### src/design/rhsv_pkg.sv
package rhsv_pkg;

  localparam int HUE_FRAC_BITS_DEF = 6;
  localparam int IN_W  = 8;
  localparam int HUE_W = 15;
  localparam int SAT_W = 13;
  localparam int VAL_W = 7;

  // Data carried beside the dividers
  typedef struct packed {
    logic             grey;
    logic             neg;
    logic [VAL_W-1:0] val;
  } side_t;

endpackage

### src/design/rhsv_prep.sv
module rhsv_prep import rhsv_pkg::*; #(
  parameter int HUE_FRAC_BITS = HUE_FRAC_BITS_DEF,
  parameter int QW = 9 + HUE_FRAC_BITS,
  parameter int NW = 8 + QW
) (
  input  logic            clk,
  input  logic            rst,
  input  logic            in_valid,
  input  logic [IN_W-1:0] red,
  input  logic [IN_W-1:0] green,
  input  logic [IN_W-1:0] blue,
  output logic            out_valid,
  output logic [IN_W-1:0] delta_q,
  output logic [IN_W-1:0] max_q,
  output logic [NW-1:0]   hue_num,
  output logic [NW-1:0]   sat_num,
  output side_t           side
);

  logic [IN_W-1:0] mx, mn, dl;
  logic signed [17:0] hn;
  logic [17:0] hmag;
  logic [14:0] vp;
  logic [15:0] vq;
  logic neg;

  always_comb begin
    mx = red;
    if (green > mx) mx = green;
    if (blue > mx) mx = blue;
    mn = red;
    if (green < mn) mn = green;
    if (blue < mn) mn = blue;
    dl = mx - mn;
    if (mx == red) begin
      hn = 18'(signed'({1'b0, green})) - 18'(signed'({1'b0, blue}));
      hn = hn * 18'sd60;
    end else if (mx == green) begin
      hn = (18'(signed'({1'b0, blue})) - 18'(signed'({1'b0, red}))) * 18'sd60
           + 18'(signed'({1'b0, dl})) * 18'sd120;
    end else begin
      hn = (18'(signed'({1'b0, red})) - 18'(signed'({1'b0, green}))) * 18'sd60
           + 18'(signed'({1'b0, dl})) * 18'sd240;
    end
    neg  = hn[17];
    hmag = neg ? 18'(-hn) : 18'(hn);
    vp   = 15'(mx) * 15'd100;
    // exact divide by 255 for the 15-bit product
    vq   = (16'(vp) + 16'(vp >> 8) + 16'd1) >> 8;
  end

  always_ff @(posedge clk) begin
    if (rst) begin
      out_valid <= 1'b0;
    end else begin
      out_valid <= in_valid;
    end
    delta_q   <= dl;
    max_q     <= mx;
    hue_num   <= NW'(hmag) << HUE_FRAC_BITS;
    sat_num   <= (NW'(dl) * NW'(100)) << HUE_FRAC_BITS;
    side.grey <= (dl == '0);
    side.neg  <= neg;
    side.val  <= vq[VAL_W-1:0];
  end

endmodule

### src/design/rhsv_div_cell.sv
module rhsv_div_cell import rhsv_pkg::*; #(
  parameter int QW = 15
) (
  input  logic            clk,
  input  logic            rst,
  input  logic            in_valid,
  input  logic [IN_W-1:0] h_div_in,
  input  logic [IN_W-1:0] s_div_in,
  input  logic [IN_W-1:0] h_rem_in,
  input  logic [IN_W-1:0] s_rem_in,
  input  logic [QW-1:0]   h_num_in,
  input  logic [QW-1:0]   s_num_in,
  input  logic [QW-1:0]   h_quo_in,
  input  logic [QW-1:0]   s_quo_in,
  input  side_t           side_in,
  output logic            out_valid,
  output logic [IN_W-1:0] h_div_out,
  output logic [IN_W-1:0] s_div_out,
  output logic [IN_W-1:0] h_rem_out,
  output logic [IN_W-1:0] s_rem_out,
  output logic [QW-1:0]   h_num_out,
  output logic [QW-1:0]   s_num_out,
  output logic [QW-1:0]   h_quo_out,
  output logic [QW-1:0]   s_quo_out,
  output side_t           side_out
);

  logic [IN_W+1:0] h_trial, s_trial;
  logic h_bit, s_bit;

  always_comb begin
    h_trial = {1'b0, h_rem_in, h_num_in[QW-1]} - {2'b00, h_div_in};
    s_trial = {1'b0, s_rem_in, s_num_in[QW-1]} - {2'b00, s_div_in};
    h_bit   = !h_trial[IN_W+1];
    s_bit   = !s_trial[IN_W+1];
  end

  always_ff @(posedge clk) begin
    if (rst) begin
      out_valid <= 1'b0;
    end else begin
      out_valid <= in_valid;
    end
    h_div_out <= h_div_in;
    s_div_out <= s_div_in;
    h_rem_out <= h_bit ? h_trial[IN_W-1:0] : {h_rem_in[IN_W-2:0], h_num_in[QW-1]};
    s_rem_out <= s_bit ? s_trial[IN_W-1:0] : {s_rem_in[IN_W-2:0], s_num_in[QW-1]};
    h_num_out <= h_num_in << 1;
    s_num_out <= s_num_in << 1;
    h_quo_out <= {h_quo_in[QW-2:0], h_bit};
    s_quo_out <= {s_quo_in[QW-2:0], s_bit};
    side_out  <= side_in;
  end

endmodule

### src/design/rgb_to_hsv_converter_top.sv
// RGB to HSV pixel converter.
// Input: drive red, green, blue and pulse start; an item is taken at every
// clock edge with start high and busy low. busy is always low, so one
// pixel may enter every cycle.
// Output: done is high for exactly one cycle with hue, saturation and value;
// the receiver cannot stall, so the results must be taken in that cycle.
// Stages: registered max/min and numerator setup, one divider cell per
// quotient bit (HUE_FRAC_BITS + 9 cells, each a restoring step for hue
// and saturation), and one output register. Throughput: one pixel per clock.
// Hue is degrees times 2^HUE_FRAC_BITS, saturation percent times
// 2^HUE_FRAC_BITS, value an integer percent. Grey pixels give hue and
// saturation 0.
// Reset clears the valid marks in the chain; items in flight are dropped.
module rgb_to_hsv_converter_top import rhsv_pkg::*; #(
  parameter int HUE_FRAC_BITS = HUE_FRAC_BITS_DEF
) (
  input  logic             clk,
  input  logic             rst,
  input  logic             start,
  output logic             busy,
  input  logic [IN_W-1:0]  red,
  input  logic [IN_W-1:0]  green,
  input  logic [IN_W-1:0]  blue,
  output logic             done,
  output logic [HUE_W-1:0] hue,
  output logic [SAT_W-1:0] saturation,
  output logic [VAL_W-1:0] value
);

  localparam int QW = 9 + HUE_FRAC_BITS;
  localparam int NW = 8 + QW;

  logic [IN_W-1:0] p_delta, p_max;
  logic [NW-1:0]   p_hnum, p_snum;
  logic            p_valid;
  side_t           p_side;

  logic            c_valid [QW+1];
  logic [IN_W-1:0] c_hdiv [QW+1];
  logic [IN_W-1:0] c_sdiv [QW+1];
  logic [IN_W-1:0] c_hrem [QW+1];
  logic [IN_W-1:0] c_srem [QW+1];
  logic [QW-1:0]   c_hnum [QW+1];
  logic [QW-1:0]   c_snum [QW+1];
  logic [QW-1:0]   c_hquo [QW+1];
  logic [QW-1:0]   c_squo [QW+1];
  side_t           c_side [QW+1];

  logic [31:0] hq, hres, sres;

  assign busy = 1'b0;

  rhsv_prep #(.HUE_FRAC_BITS(HUE_FRAC_BITS), .QW(QW), .NW(NW)) u_prep (
    .clk(clk), .rst(rst), .in_valid(start),
    .red(red), .green(green), .blue(blue),
    .out_valid(p_valid), .delta_q(p_delta), .max_q(p_max),
    .hue_num(p_hnum), .sat_num(p_snum), .side(p_side)
  );

  // quotient fits in QW bits, so the top bits start as the remainder
  assign c_valid[0] = p_valid;
  assign c_hdiv[0]  = p_delta;
  assign c_sdiv[0]  = p_max;
  assign c_hrem[0]  = p_hnum[NW-1:QW];
  assign c_srem[0]  = p_snum[NW-1:QW];
  assign c_hnum[0]  = p_hnum[QW-1:0];
  assign c_snum[0]  = p_snum[QW-1:0];
  assign c_hquo[0]  = '0;
  assign c_squo[0]  = '0;
  assign c_side[0]  = p_side;

  for (genvar i = 0; i < QW; i++) begin : g_cell
    rhsv_div_cell #(.QW(QW)) u_cell (
      .clk(clk), .rst(rst), .in_valid(c_valid[i]),
      .h_div_in(c_hdiv[i]), .s_div_in(c_sdiv[i]),
      .h_rem_in(c_hrem[i]), .s_rem_in(c_srem[i]),
      .h_num_in(c_hnum[i]), .s_num_in(c_snum[i]),
      .h_quo_in(c_hquo[i]), .s_quo_in(c_squo[i]),
      .side_in(c_side[i]),
      .out_valid(c_valid[i+1]),
      .h_div_out(c_hdiv[i+1]), .s_div_out(c_sdiv[i+1]),
      .h_rem_out(c_hrem[i+1]), .s_rem_out(c_srem[i+1]),
      .h_num_out(c_hnum[i+1]), .s_num_out(c_snum[i+1]),
      .h_quo_out(c_hquo[i+1]), .s_quo_out(c_squo[i+1]),
      .side_out(c_side[i+1])
    );
  end

  always_comb begin
    hq = 32'(c_hquo[QW]);
    // wrap a negative red-sector hue; a zero quotient stays zero
    if (c_side[QW].neg && hq != '0) begin
      hres = (32'd360 << HUE_FRAC_BITS) - hq;
    end else begin
      hres = hq;
    end
    sres = 32'(c_squo[QW]);
    if (c_side[QW].grey) begin
      hres = '0;
      sres = '0;
    end
  end

  always_ff @(posedge clk) begin
    if (rst) begin
      done <= 1'b0;
    end else begin
      done <= c_valid[QW];
    end
    hue        <= hres[HUE_W-1:0];
    saturation <= sres[SAT_W-1:0];
    value      <= c_side[QW].val;
  end

  assert property (@(posedge clk) disable iff (rst) done |-> value <= VAL_W'(100))
    else $error("value above 100");
  assert property (@(posedge clk) disable iff (rst)
    c_valid[QW] |-> hres < (32'd360 << HUE_FRAC_BITS))
    else $error("hue out of range");
  assert property (@(posedge clk) disable iff (rst)
    c_valid[QW] |-> sres <= (32'd100 << HUE_FRAC_BITS))
    else $error("saturation out of range");

endmodule

### config.mk
export PLATFORM = sky130hd
export DESIGN_NAME = rgb_to_hsv_converter_top
export DESIGN_NICKNAME = d
export VERILOG_FILES = /design/src/design/rhsv_pkg.sv /design/src/design/rhsv_prep.sv /design/src/design/rhsv_div_cell.sv /design/src/design/rgb_to_hsv_converter_top.sv
export SDC_FILE = /design/constraint.sdc
export NUM_CORES = 2
export LEC_CHECK = 0
export ABC_CLOCK_PERIOD_IN_PS = 15090
export BUFFER_PORTS_ARGS = -buffer_cell sky130_fd_sc_hd__buf_2
export CAP_MARGIN = 25
export CORE_MARGIN = 10
export CORE_UTILIZATION = 50
export CTS_CLUSTER_SIZE = 30
export DETAILED_ROUTE_END_ITERATION = 6
export GPL_TIMING_DRIVEN = 0
export PLACE_DENSITY = 0.67
export SLEW_MARGIN = 15
export SYNTH_ARGS = -nofsm -noshare
export SYNTH_HDL_FRONTEND = slang
export SYNTH_HIERARCHICAL = 1
export SYNTH_SLANG_ARGS = --single-unit
### constraint.sdc
create_clock -name clk -period 15.09 [get_ports clk]
set_clock_uncertainty 0.2 [all_clocks]
set_input_delay 3.018 -clock clk [delete_from_list [all_inputs] [get_ports clk]]
set_output_delay 3.018 -clock clk [all_outputs]
set_load 0.01 [all_outputs]
### Word level (Yosys, flattened, before mapping)

Index checks and enable logic that the tools add are counted.

* bits of input ports: 27
* output and inout bits: 37
* flip-flop bits (word level): 958

* $mul: 7
* muxes and demuxes: 36
* magnitude comparators: 4
* reductions and logical operators: 31
* add/subtract/negate cells: 40
* equality and inequality tests: 2

Operator list (count)
* $sub 9x8->10: 29
* $mux 8: 31
* $mul 18x5->16 const B: 3
* $add 18x18->18: 2
* $mux 18: 2
* $logic_not 1->1: 28
* $sub 8x8->9: 3
* $mul 8x5->13 const B: 2
* $mul 8x4->12 const B: 2
* $mux 17: 1
* $neg 17->17: 1
* $eq 8x8->1: 2
* $gt 8x8->1: 2
* $lt 8x8->1: 2
* $add 15x1->15 const B: 1
* $add 15x7->15: 1
* $mux 15: 1
* $reduce_bool 15->1: 1
* $sub 15x15->15 const A: 1
* $sub 7x8->9: 1
* $logic_not 8->1: 1
* $sub 8x8->8: 1
* $mux 7: 1
* $logic_and 1x1->1: 1

### Longest topological paths before layout

* depth in word-level cells: 11
* mapped depth: 49
* depth with buffers taken out: 43

### Modules after synthesis

Netlist, hierarchy kept.

By module, submodules not included
* rhsv_div_cell: area an instance 2967.8 um^2, seq. area each 2001.9 um^2, cells an instance 224, instances 15
* rhsv_prep: area an instance 11115.7 um^2, seq. area each 1021.0 um^2, cells an instance 1343, instances 1
* rgb_to_hsv_converter_top: area an instance 1341.3 um^2, seq. area each 720.7 um^2, cells an instance 130, instances 1

### Worst setup path before layout

No wires, ideal clock.

* kind: in2reg
* start: input port green[7]
* end: register u_prep.hue_num[19]
* buffers on the path: 5
* library setup time: 127 ps
* required time: 14763 ps
* data arrival time: 12393 ps
* stages on the path: 42
* setup slack: 2370 ps
* cell sequence: inv_1 ha_1 buf_6 and3_1 buf_6 a221oi_4 nand2_1 clkbuf_1 a21oi_1 ha_1 and3_1 a221oi_1 o2111a_1 a21o_1 clkbuf_1 nor3_1 or3_1 inv_1 [6 not listed] xor2_1 inv_1 fa_1 inv_1 ha_1 xor2_1 ha_1 or4_1 a311oi_1 o21bai_1 a21oi_1 nor2b_1 o21ai_0 or3b_2 a21oi_1 buf_2 o41ai_1 xnor2_1

* elaborated cells on any way between the ends: 23

RTL lines
* start: declaration: line rgb_to_hsv_converter_top.sv:22 `input logic [IN_W-1:0] green,`
* $gt 8x8->1: line rhsv_prep.sv:29 `if (green > mx) mx = green;`
* $mux 8 *: line rhsv_prep.sv:29
* $gt 8x8->1: line rhsv_prep.sv:30 `if (blue > mx) mx = blue;`
* $mux 8 *: line rhsv_prep.sv:30
* named net u_prep.mx[3]: line rhsv_prep.sv:20 `logic [IN_W-1:0] mx, mn, dl;`
* $sub 8x8->8 *: line rhsv_prep.sv:34 `dl = mx - mn;`
* named net u_prep.dl[6]: line rhsv_prep.sv:20
* $mul 8x4->12: line rhsv_prep.sv:40, rhsv_prep.sv:43
* $add 18x18->18 (on tied branches): line rhsv_prep.sv:43, rhsv_prep.sv:40
* $mux 18 *: line rhsv_prep.sv:38 `end else if (mx == green) begin`
* $mux 18 *: line rhsv_prep.sv:35 `if (mx == red) begin`
* named net u_prep.hn[17]: line rhsv_prep.sv:21 `logic signed [17:0] hn;`
* $mux 17 *: line rhsv_prep.sv:46 `hmag = neg ? 18'(-hn) : 18'(hn);`
* named net u_prep.hmag[13]: line rhsv_prep.sv:22 `logic [17:0] hmag;`
* end signal: assignment: line rhsv_prep.sv:60 `hue_num <= NW'(hmag) << HUE_FRAC_BITS;`
* end: declaration: line rhsv_prep.sv:15 `output logic [NW-1:0] hue_num,`

The timed path passes the listed nets; every way through them passes the cells marked *.
A chain may end at the register's enable or synchronous reset.

### Worst setup path in the final report

Ends and elaborated chain as after synthesis.

==> impl_results.md <==
* Status: finished, final reports clean
* Initial Util at 0.5055
* Synth Instances at 4241
* CP max stage cell: xor2_1
* Post-route cell area at 52080 um2
* Total Wirelength at 74.93 mm
* CTS Buf Count at 101
* Multi-input gate area at 22100 um2
* Post-CTS Hold Buffers at 0
* Placed Cells incl. Taps at 5564
* # DRC at 0
* Vias in the first global route at 28.20k
* # nets final at 4992
* Layout cells sized above 1 at 0.1276
* WP data required at 15.41 ns
* Crit path capture type: flip-flop
* Critical path launch point type: primary input
* Max Clock Freq at 70.39 MHz
* Fin cells at 5751
* Slowest stage delay, CP at 0.60 ns
* Final Critical Period at 14.21 ns
* Dpl hpwl at 57.38 mm
* Clk Tree Root Cell: clkbuf_16
* 1st-iter DRT viols at 1188
* I/O Pins at 64
* Die X at 325.1 um
* Hold Crit Start: g_cell[3].u_cell/h_num_out[8]$_DFF_P_
* Worst-Skew Late Latency at 0.65 ns
* Reg2reg setup slack at 12.45 ns
* Crit path max fanout at 10
* R2r endpoint: g_cell[7].u_cell/s_rem_out[2]$_DFF_P_
* Die area at 105700 um2
* Vias per cell at 4.933
* Crit Path Class: in -> reg
* Clock transition at path regs at 0.06 ns
* Wl on met1 at 31.58 mm
* Hold EP: g_cell[4].u_cell/h_num_out[9]$_DFF_P_
* GRT Util Overall at 0.1398
* Row count at 111
* Arr. time, crit path at 14.53 ns
* Setup TNS at 0 ns
* Worst Slack Setup Final at 0.8839 ns
* CTS max path bufs at 3
* First-pass GRT wire length at 128.3 mm
* Worst Hold Depth at 0
* Metal2 WL at 39.05 mm
* Synthesized cell area at 46550 um2
* Routed wl met3 at 2.730 mm
* Warnings, synthesis at 6
* Crit path max-delay family: compound AO/OA/AOI/OAI gates
* Max Cap Violations at 0
* DIE HEIGHT at 325.1 um
* Layout fillers at 7844
* Core area at 92080 um2
* Syn avg cell area at 10.98 um2
* CTS Sinks at 1106
* Area Overhead vs Synth at 11.88%
* GRT overflow at 0
* Worst r2r src: g_cell[6].u_cell/s_div_out[1]$_DFF_P_
* Fin crit share at 0.9414
* Setup violators final at 0
* RSZ-0062 raised after global routing: false
* I/O Buffers at 62
* Worst path most repeated cell: ha_1
* Largest net degree at the start of global routing at 18
* Reg area at 22140 um2
* WL/cell at 13.03 um
* DP Area at 48490 um2
* Worst r2r path cells at 7
* First-pass DRT Iterations at 6
* Uppermost layer routed: met4
* Final Max Slew Viols at 0
* Hold crit path type: reg -> reg
* Worst setup path start: green[7]
* Max-slew headroom at 0.3955
* Setup slack at placement at -0.07595 ns
* GPL Wtd Cong at 0.8916
* Via count at 28.37k
* Detail Route Antenna Nets at 0
* TritonCTS clock tree: built
* Slew @ Worst Pin at 0.9003 ns
* H-Tree Depth at 3
* Final-report hold violation count at 0
* Worst path bufs/invs at 10
* # diodes at 0
* Antenna violations before repair at 0
cell type report:
cell class                      instances  share of cell area
Clock inverter                         58             0.01480
Timing Repair Buffer                   64            0.006246
Inverter                              555             0.04000
Sequential cell                      1106              0.4251
Buffer                                 47            0.005718
Clock buffer                          128             0.05394
Tap cell                             1243             0.02986
Multi-Input combinational cell       2550              0.4243
routing by layer:
metal / track usage / vias to the layer above
met4: 0.04181 / 0
li1: - / 14760
met5: 0 / -
met2: 0.2677 / 384
met3: 0.02271 / 114
met1: 0.1556 / 13110
cells in the final DEF, fill, tap and decap left out, types with 30 or more instances in the layout:
cell,instances
a21oi_1,146
nand2b_1,33
a211oi_1,34
nor3_1,46
nor2_1,221
fa_1,86
dfxtp_1,1106
mux2_2,80
nand2_1,130
o21a_1,69
xnor2_1,169
nor2b_1,100
inv_1,553
a31oi_1,37
buf_2,69
o21ai_0,113
mux2_4,70
nand3_1,33
clkbuf_16,101
xor2_1,74
nor2b_4,30
ha_1,454
a21oi_2,30
a21o_1,96
mux2i_1,89
worst reg2reg max path: cells and delay by family, from the launching register on:
family          cells  cell delay, ns
compound gates      3            1.02
flops               1            0.45
mux                 1            0.34
fa+ha+maj           1            0.31
simple gates        1            0.13
buf+inv             1            0.08
worst max-delay path by stage:
stage                                             to  slack (ns)  cells past startpoint
after global routing      u_prep/hue_num[21]$_DFF_P_        0.26                     43
after global placement    u_prep/hue_num[19]$_DFF_P_       -0.14                     41
after floorplan           u_prep/hue_num[19]$_DFF_P_        2.37                     42
after detailed placement  u_prep/hue_num[21]$_DFF_P_       -0.08                     41
after CTS                 u_prep/hue_num[21]$_DFF_P_        0.61                     41
final                     u_prep/hue_num[19]$_DFF_P_        0.88                     43
metrics by stage:
step,util,hold WS (ns)
after floorplan,-,0.1096
after global placement,0.5265,0.1097
after detailed placement,0.5266,0.1121
after CTS,0.5654,0.1130
after global routing,0.5656,0.1188
final,0.5656,0.1137
registers in the layout (all words and copies together), names as in the netlist, 8 cells and up:
register,cells
hue,15
saturation,13
u_prep/max_q,8
u_prep/sat_num,10
g_cell.u_cell/h_num_out,105
g_cell.u_cell/s_rem_out,112
g_cell.u_cell/h_quo_out,120
g_cell.u_cell/side_out,135
g_cell.u_cell/h_div_out,112
u_prep/delta_q,8
u_prep/side,9
g_cell.u_cell/h_rem_out,112
g_cell.u_cell/out_valid,15
g_cell.u_cell/s_quo_out,91
g_cell.u_cell/s_div_out,112
g_cell.u_cell/s_num_out,105
u_prep/hue_num,15
repair_timing:
| action | 4_1_cts | 5_1_grt |
|---|---|---|
| endpoints found under the setup margin | 0 | 13 |
| buffers inserted | 0 | 1 |
| resized for setup | 0 | 1 |
Power is left out: the tool's default activity adds up to more than one toggle a clock period on the data nets, which glitch-free logic cannot reach.
